==> config.mk <==
export PLATFORM = sky130hd
export DESIGN_NAME = two_way_sorted_merge_top
export DESIGN_NICKNAME = d
export VERILOG_FILES = /design/src/hdl/tsm_pkg.sv /design/src/hdl/tsm_list_store.sv /design/src/hdl/tsm_merge_seq.sv /design/src/hdl/two_way_sorted_merge_top.sv
export VERILOG_INCLUDE_DIRS = /design/src /design/src/hdl
export SDC_FILE = /design/constraint.sdc
export NUM_CORES = 2
export LEC_CHECK = 0
export ABC_AREA = 1
export BUFFER_PORTS_ARGS = -buffer_cell sky130_fd_sc_hd__buf_4
export CAP_MARGIN = 40
export CORE_MARGIN = 2
export CORE_UTILIZATION = 49
export CTS_BUF_LIST = sky130_fd_sc_hd__clkbuf_2
export CTS_CLUSTER_DIAMETER = 200
export DETAILED_ROUTE_END_ITERATION = 6
export PLACE_DENSITY = 0.67
export SYNTH_ARGS = -nofsm -noshare
export SYNTH_HDL_FRONTEND = slang
export SYNTH_SLANG_ARGS = --single-unit
==> constraint.sdc <==
create_clock -name clk -period 5.2 [get_ports clk]
set_input_delay 0 -clock clk [delete_from_list [all_inputs] [get_ports clk]]
set_output_delay 0 -clock clk [all_outputs]
set_load 0.05 [all_outputs]
==> src/hdl/two_way_sorted_merge_top_macros.svh <==
// ----------------------------------------------------------------------------
// Two-way sorted merge: assertion macros
// Clocked on clk, disabled while arst_n is low.
// ----------------------------------------------------------------------------
`ifndef TWO_WAY_SORTED_MERGE_TOP_MACROS_SVH
`define TWO_WAY_SORTED_MERGE_TOP_MACROS_SVH

`ifndef NO_ASSERTIONS

// Condition holds at every edge.
`define TSM_ASSERT(lbl, cond, msg) \
	lbl: assert property (@(posedge clk) disable iff (!arst_n) (cond)) else $error(msg);

// Same-cycle implication.
`define TSM_IMPLY(lbl, pre, post, msg) \
	lbl: assert property (@(posedge clk) disable iff (!arst_n) (pre) |-> (post)) \
		else $error(msg);

// Next-cycle implication.
`define TSM_NEXT(lbl, pre, post, msg) \
	lbl: assert property (@(posedge clk) disable iff (!arst_n) (pre) |=> (post)) \
		else $error(msg);

`else

`define TSM_ASSERT(lbl, cond, msg)
`define TSM_IMPLY(lbl, pre, post, msg)
`define TSM_NEXT(lbl, pre, post, msg)

`endif

`endif

==> src/hdl/tsm_pkg.sv <==
`default_nettype none
// ----------------------------------------------------------------------------
// tsm_pkg
// Types and constants shared by the two-way sorted merge block.
// ----------------------------------------------------------------------------
package tsm_pkg;

	localparam int LIST_DEPTH = 32;
	localparam int DATA_WIDTH = 32;
	localparam int VALUE_W    = 32;
	localparam int CNT_W      = $clog2(LIST_DEPTH + 1);
	localparam int IDX_W      = (LIST_DEPTH > 1) ? $clog2(LIST_DEPTH) : 1;

	localparam logic [1:0] OP_APPEND_A = 2'd0;
	localparam logic [1:0] OP_APPEND_B = 2'd1;
	localparam logic [1:0] OP_MERGE    = 2'd2;

	typedef logic signed [DATA_WIDTH-1:0] data_t;

	typedef struct packed {
		logic [1:0]                operation;
		logic signed [VALUE_W-1:0] value;
	} cmd_word_t;

	typedef struct packed {
		logic signed [VALUE_W-1:0] merged_value;
		logic                      last;
		logic                      empty_merge;
		logic                      overflow_seen;
	} res_word_t;

	// merge kickoff handed from the list front end to the sequencer
	typedef struct packed {
		logic             go;
		logic [CNT_W-1:0] cnt_a;
		logic [CNT_W-1:0] cnt_b;
		logic             ovf;
	} start_t;

	function automatic data_t to_data(input logic signed [VALUE_W-1:0] v);
		return DATA_WIDTH'(v);
	endfunction

	function automatic logic signed [VALUE_W-1:0] to_value(input data_t d);
		return VALUE_W'(d);
	endfunction

endpackage
`default_nettype wire

==> src/hdl/tsm_list_store.sv <==
`default_nettype none
// ----------------------------------------------------------------------------
// tsm_list_store
// One list: single write port, one registered read port.
// ----------------------------------------------------------------------------
module tsm_list_store
	import tsm_pkg::*;
(
	input  wire logic             clk,
	input  wire logic             wr_en,
	input  wire logic [IDX_W-1:0] wr_addr,
	input  wire data_t            wr_data,
	input  wire logic [IDX_W-1:0] rd_addr,
	output data_t                 rd_data
);

	data_t mem_q [LIST_DEPTH];

	always_ff @(posedge clk) begin
		if (wr_en) begin
			mem_q[wr_addr] <= wr_data;
		end
	end

	always_ff @(posedge clk) begin
		rd_data <= mem_q[rd_addr];
	end

endmodule
`default_nettype wire

==> src/hdl/tsm_merge_seq.sv <==
`default_nettype none
// ----------------------------------------------------------------------------
// tsm_merge_seq
// Merge sequencer: one shared compare, output register, one word per cycle unless stalled.
// ----------------------------------------------------------------------------
`include "two_way_sorted_merge_top_macros.svh"

module tsm_merge_seq
	import tsm_pkg::*;
(
	input  wire logic             clk,
	input  wire logic             arst_n,
	input  wire start_t           start,
	input  wire data_t            a_data,
	input  wire data_t            b_data,
	output logic [IDX_W-1:0]      a_rd_addr,
	output logic [IDX_W-1:0]      b_rd_addr,
	output logic                  busy,
	output logic                  res_valid,
	input  wire logic             res_stall,
	output res_word_t             res
);

	typedef enum logic [1:0] {
		S_IDLE,
		S_PRIME,
		S_RUN
	} state_t;

	state_t           state_q;
	logic [CNT_W-1:0] ia_q, ib_q, cnt_a_q, cnt_b_q;
	logic             ovf_q;

	logic             have_a, have_b, take_a, empty_run, out_free, fire, last_nx;
	logic [CNT_W-1:0] ia_nx, ib_nx;
	data_t            pick;

	always_comb begin
		have_a    = ia_q < cnt_a_q;
		have_b    = ib_q < cnt_b_q;
		take_a    = have_a && (!have_b || (a_data < b_data));
		empty_run = (cnt_a_q == '0) && (cnt_b_q == '0);
		out_free  = !res_valid || !res_stall;
		fire      = (state_q == S_RUN) && out_free;
		ia_nx     = ia_q + CNT_W'(fire && !empty_run && take_a);
		ib_nx     = ib_q + CNT_W'(fire && !empty_run && !take_a);
		last_nx   = (ia_nx == cnt_a_q) && (ib_nx == cnt_b_q);
		pick      = empty_run ? '0 : (take_a ? a_data : b_data);
		a_rd_addr = ia_nx[IDX_W-1:0];
		b_rd_addr = ib_nx[IDX_W-1:0];
		busy      = state_q != S_IDLE;
	end

	always_ff @(posedge clk or negedge arst_n) begin
		if (!arst_n) begin
			state_q   <= S_IDLE;
			ia_q      <= '0;
			ib_q      <= '0;
			cnt_a_q   <= '0;
			cnt_b_q   <= '0;
			ovf_q     <= 1'b0;
			res_valid <= 1'b0;
		end else begin
			if (fire) begin
				res_valid <= 1'b1;
			end else if (!res_stall) begin
				res_valid <= 1'b0;
			end
			case (state_q)
				S_IDLE: begin
					if (start.go) begin
						ia_q    <= '0;
						ib_q    <= '0;
						cnt_a_q <= start.cnt_a;
						cnt_b_q <= start.cnt_b;
						ovf_q   <= start.ovf;
						state_q <= S_PRIME;
					end
				end
				S_PRIME: begin
					state_q <= S_RUN;
				end
				S_RUN: begin
					ia_q <= ia_nx;
					ib_q <= ib_nx;
					if (fire && last_nx) begin
						state_q <= S_IDLE;
					end
				end
				default: begin
					state_q <= S_IDLE;
				end
			endcase
		end
	end

	always_ff @(posedge clk) begin
		if (fire) begin
			res.merged_value  <= to_value(pick);
			res.last          <= last_nx;
			res.empty_merge   <= empty_run;
			res.overflow_seen <= ovf_q;
		end
	end

	`TSM_ASSERT(a_idx_in_range, (ia_q <= cnt_a_q) && (ib_q <= cnt_b_q), "merge index past list end")
	`TSM_IMPLY(a_start_idle, start.go, state_q == S_IDLE, "merge started while busy")
	`TSM_NEXT(a_last_ends_run, fire && last_nx, state_q == S_IDLE, "run did not end on last word")
	`TSM_IMPLY(a_empty_word, res_valid && res.empty_merge, res.last && (res.merged_value == '0), "bad empty-merge word")

endmodule
`default_nettype wire

==> src/hdl/two_way_sorted_merge_top.sv <==
`default_nettype none
// ----------------------------------------------------------------------------
// two_way_sorted_merge_top
// Two-list store with an ascending merge that streams the combined list.
// ----------------------------------------------------------------------------
// cmd channel (cmd_valid / cmd_stall / cmd): each word appends to list A or B,
// or merges; op code 3 is accepted and ignored. One append per cycle unless
// stalled; an append to a full list is dropped and sets a sticky overflow flag.
// res channel (res_valid / res_stall / res): a merge streams the merged
// ascending sequence, ties going to list B, last on the final word. Two empty
// lists give one zero word with empty_merge and last set. overflow_seen is the
// flag at merge start; the merge empties both lists and clears the flag.
// Timing: after a merge is accepted the sequencer primes the list reads in
// S_PRIME, then words follow one per cycle while res_stall is low, paced by the
// one compare unit and the registered list reads. cmd_stall is high while the
// sequencer is in S_PRIME or S_RUN, including while the receiver stalls.
// A stalled word holds in the output register and the sequencer waits; the
// next command is taken once the sequencer is done, even while the final word
// waits. Reset empties both lists, clears the flag and drops any pending word.
// ----------------------------------------------------------------------------
module two_way_sorted_merge_top
	import tsm_pkg::*;
(
	input  wire logic      clk,
	input  wire logic      arst_n,
	input  wire logic      cmd_valid,
	output logic           cmd_stall,
	input  wire cmd_word_t cmd,
	output logic           res_valid,
	input  wire logic      res_stall,
	output res_word_t      res
);

	// list fill counts and sticky overflow flag
	logic [CNT_W-1:0] count_a_q, count_b_q;
	logic             ovf_q;

	logic             accept, is_a, is_b, full_a, full_b, wr_a, wr_b;
	logic             busy;
	data_t            wr_data, a_data, b_data;
	logic [IDX_W-1:0] a_rd_addr, b_rd_addr;
	start_t           start;

	// commands are held off only while the sequencer walks the lists
	assign cmd_stall = busy;
	assign accept    = cmd_valid && !cmd_stall;

	always_comb begin
		is_a        = cmd.operation == OP_APPEND_A;
		is_b        = cmd.operation == OP_APPEND_B;
		full_a      = count_a_q == CNT_W'(LIST_DEPTH);
		full_b      = count_b_q == CNT_W'(LIST_DEPTH);
		wr_a        = accept && is_a && !full_a;
		wr_b        = accept && is_b && !full_b;
		wr_data     = to_data(cmd.value);
		start.go    = accept && (cmd.operation == OP_MERGE);
		start.cnt_a = count_a_q;
		start.cnt_b = count_b_q;
		start.ovf   = ovf_q;
	end

	always_ff @(posedge clk or negedge arst_n) begin
		if (!arst_n) begin
			count_a_q <= '0;
			count_b_q <= '0;
			ovf_q     <= 1'b0;
		end else if (start.go) begin
			// sequencer has latched counts and flag; lists are free again
			count_a_q <= '0;
			count_b_q <= '0;
			ovf_q     <= 1'b0;
		end else begin
			if (wr_a) begin
				count_a_q <= count_a_q + CNT_W'(1);
			end
			if (wr_b) begin
				count_b_q <= count_b_q + CNT_W'(1);
			end
			if ((accept && is_a && full_a) || (accept && is_b && full_b)) begin
				ovf_q <= 1'b1;
			end
		end
	end

	tsm_list_store u_list_a (
		.clk     (clk),
		.wr_en   (wr_a),
		.wr_addr (count_a_q[IDX_W-1:0]),
		.wr_data (wr_data),
		.rd_addr (a_rd_addr),
		.rd_data (a_data)
	);

	tsm_list_store u_list_b (
		.clk     (clk),
		.wr_en   (wr_b),
		.wr_addr (count_b_q[IDX_W-1:0]),
		.wr_data (wr_data),
		.rd_addr (b_rd_addr),
		.rd_data (b_data)
	);

	tsm_merge_seq u_seq (
		.clk       (clk),
		.arst_n    (arst_n),
		.start     (start),
		.a_data    (a_data),
		.b_data    (b_data),
		.a_rd_addr (a_rd_addr),
		.b_rd_addr (b_rd_addr),
		.busy      (busy),
		.res_valid (res_valid),
		.res_stall (res_stall),
		.res       (res)
	);

endmodule
`default_nettype wire

==> flow_summary.json <==
{
  "clockRootBuffer": "clkbuf_2",
  "cts_setup_buffers": 0,
  "synth_cell_type_count": 40,
  "clk_path_buf_depth": 4,
  "synthSimpleGateAreaFrac_pct": 7.75,
  "cts_made_buffers": 541,
  "yosysTopAreaCellShare_pct": 72.6,
  "crit_fanout": 58,
  "worstHoldStart": "res_stall",
  "hold_path_depth": 5,
  "grt_pass1_vias": 57800,
  "grt_max_degree": 180,
  "synthArstFlopShare_pct": 1.87,
  "hold_path.class": "input pin to register",
  "ys_ff_latch": 2188,
  "hpwl_mm": 141,
  "synth-edff-count": 2083,
  "setup_viol": 0,
  "nets": 7172,
  "synth_top_flop_cell": "edfxtp_1",
  "gr-total-overflow": 0,
  "core_um2": 174000,
  "grt_use_total_pct": 28.3,
  "slowest_delay_ns": 0.62,
  "wl_per_cell_um": 26.4,
  "min_period_over_period_pct": 98.4,
  "critical_path.startpoint_type": "register",
  "synth_nets": 6635,
  "r2r_slack_ns": 0.08,
  "netlist_area_um2": 86200,
  "fin_crit_ns": 5.12,
  "drive_gt1_share_pct": 17.0,
  "synth.area.mux_share_pct": 0,
  "status": "finished, final reports clean",
  "rsz0062_at_grt": "false",
  "synth_xor_area_share_pct": 0.150,
  "post-synth-top-count-cell": "edfxtp_1",
  "die_h_um": 423,
  "row_count": 153,
  "netlist_instances": 6544,
  "reg2regPathDepth": 20,
  "avgSynthCellArea_um2": 13.2,
  "cp.arrival_ns": 6.76,
  "p_leak_nw": 33.4,
  "synth-compound-area-share_pct": 12.9,
  "path_clk_slew_ns": 0.10,
  "yosysWarnings": 0,
  "cts_htree_levels": 6,
  "drt_iter0_markers": 8163,
  "synth_top_cell_by_area": "edfxtp_1",
  "p_per_area_nw_per_um2": 319,
  "clock_skew_ns": 0.156,
  "synth_top_family_by_area": "compound AO/OA/AOI/OAI gates",
  "tightest_slew_ns": 1.34,
  "ys_seq_area_share_pct": 75.3,
  "cp_top_family": "simple AND/OR/NAND/NOR gates",
  "slew_viol_final": 0,
  "placedCellCount": 8711,
  "fin_cells": 9793,
  "hold_viol": 0,
  "clk_latency_ns": 1.87,
  "slew_headroom_pct": 10.8,
  "clock.fmax_mhz": 195,
  "final_antenna_net_count": 0,
  "port_buffers": 74,
  "yosys.area_share.adder_pct": 0.770,
  "clkSinkCount": 2188,
  "worst_path_most_repeated_cell": "nand2_1",
  "setup_tns_ns": 0,
  "criticalPathCategory": "register to register",
  "start_util_pct": 49.5,
  "drt_wl_total_mm": 258,
  "hold-path-endpoint": "u_seq.res[20]",
  "setup.worst_path.end_class": "register",
  "vias": 59700,
  "via_per_inst": 6.10,
  "yosys-top-cells-area": "edfxtp_1, nor2_1, o21ai_0",
  "maxCapViolations": 0,
  "worst_ir_drop_vdd_v": 0.000268,
  "reg2reg_to": "u_list_a.rd_data[14]",
  "area_growth_syn_to_layout_pct": 13.5,
  "timing.rr.start": "u_list_a.rd_data[3]",
  "netlist_top_cells_count": "edfxtp_1, nor2_1, o21ai_0",
  "crit_chain": "ha_1 > a21oi_1 > nand2_1 > nand2_1 > nand2_1 > nand2_1 > nand2_1 > nand2_1 > nand3_1 > nand3_2 > nand2_1 > nor2_1 > ha_4 > ha_4 > buf_12 > buf_4 > o21ai_0 > o221ai_1 > a31oi_1 > a32oi_1",
  "cts_tree": "built",
  "gp_congestion": 0.886,
  "worst_ep_required_time_ns": 6.84,
  "die_w_um": 423,
  "io_pins": 75,
  "post-route-drc-count": 0,
  "die-area_um2": 179000,
  "drtPass1Iterations": 6,
  "grt_antenna_before_repair": 7,
  "slowest_stage": "a32oi_1",
  "cp_num_buf_inv": 2,
  "grt_pass1_wl_mm": 376
}
placed cells by master (no fill, tap or decap), types with 59 or more instances in the layout:
cell and instances:
a21oi_1 59, clkinv_1 85, o21ai_0 1099, o22ai_1 396, a31oi_1 65, edfxtp_1 2083, o221ai_1 124, buf_12 87
clkbuf_2 806, nor2_4 60, dfxtp_1 64, nand2_1 123, nor2_1 1467, o21ai_1 152, buf_4 214, a32oi_1 59
dlygate4sd3_1 119, inv_1 118
per-stage QoR:
step / hold slack [ns] / util [%] / total power [mW] / worst slack (ns) / cell area [um2]
2_1_floorplan: -0.296 / - / 19.7 / 0.348 / 86200
3_3_place_gp: 0.0446 / 52.1 / 20.0 / 0.211 / 90800
3_5_place_dp: 0.0485 / 52.2 / 20.1 / 0.198 / 90900
4_1_cts: 0.0776 / 56.1 / 31.3 / 0.166 / 97700
5_1_grt: 0.220 / 56.1 / 32.2 / 0.0251 / 97800
6_report: 0.261 / 56.1 / 31.2 / 0.0806 / 97800
kinds of logic after synthesis:
logic type,count (synthesis)
compound gates,1966
fa+ha+maj,53
simple gates,1737
buf+inv,587
flops,2188
xor+xnor,13
worst max-delay path by stage:
| stage | start | to | slack [ns] | cells past startpoint |
|---|---|---|---|---|
| final | u_list_a.rd_data[3] | u_list_a.rd_data[14] | 0.08 | 20 |
| after global routing | u_list_a.rd_data[3] | u_list_a.rd_data[14] | 0.03 | 22 |
| after CTS | u_list_a.rd_data[3] | u_list_a.rd_data[14] | 0.17 | 20 |
| after detailed placement | u_list_a.rd_data[7] | u_list_a.rd_data[14] | 0.20 | 19 |
| after global placement | u_list_a.rd_data[7] | u_list_a.rd_data[12] | 0.21 | 21 |
| after floorplan | count_a_q[0] | u_list_a.mem_q[23][0] | 0.35 | 8 |
timing repair:
action                                  CTS  global route
hold buffers                            152             0
setup endpoints to repair                 0             3
endpoints found under the hold margin  3954             0
gates resized for setup                   0             3
layout make-up:
type | count | area (um2)
fillers | 14100 | 76400
multi-input cells | 3769 | 19200
well taps | 2325 | 2910
clock buffers | 806 | 4030
diodes | 5 | 12.5
repair buffers | 453 | 5450
flip-flops and latches | 2188 | 64900
clock inverters | 119 | 718
inverters | 128 | 533
tightest hold or removal path, cell delays in order:
cell and delay [ns]:
dlygate4sd3_1 0.55, buf_4 0.13, dlygate4sd3_1 0.69, a21oi_4 0.11
buf_4 0.34
flip-flops by register name, indices dropped and copies added, names as in the netlist:
signal	count
u_seq.ib_q	6
u_seq.ia_q	6
count_a_q	6
u_seq.cnt_a_q	6
ovf_q	1
u_seq.ovf_q	1
u_seq.state_q	2
u_list_a.mem_q	1024
count_b_q	6
u_seq.res	35
u_list_b.rd_data	32
u_seq.cnt_b_q	6
u_list_b.mem_q	1024
u_seq.res_valid	1
u_list_a.rd_data	32
power by group:
part / internal [mW] / switching [mW]
clock: 4.58 / 6.76
sequential: 19.3 / 0.0109
combinational: 0.162 / 0.386
routing by layer:
layer	vias to the layer above	wire (um)	global-route usage [%]	part of all wire, %
li1	25800	-	-	-
met2	3950	120000	43.7	47
met5	-	12	0	0.0047
met4	2	12500	14.4	4.8
met1	29300	97100	38.0	38
met3	605	28400	6.07	11
Power figures use the tool's default switching activity.
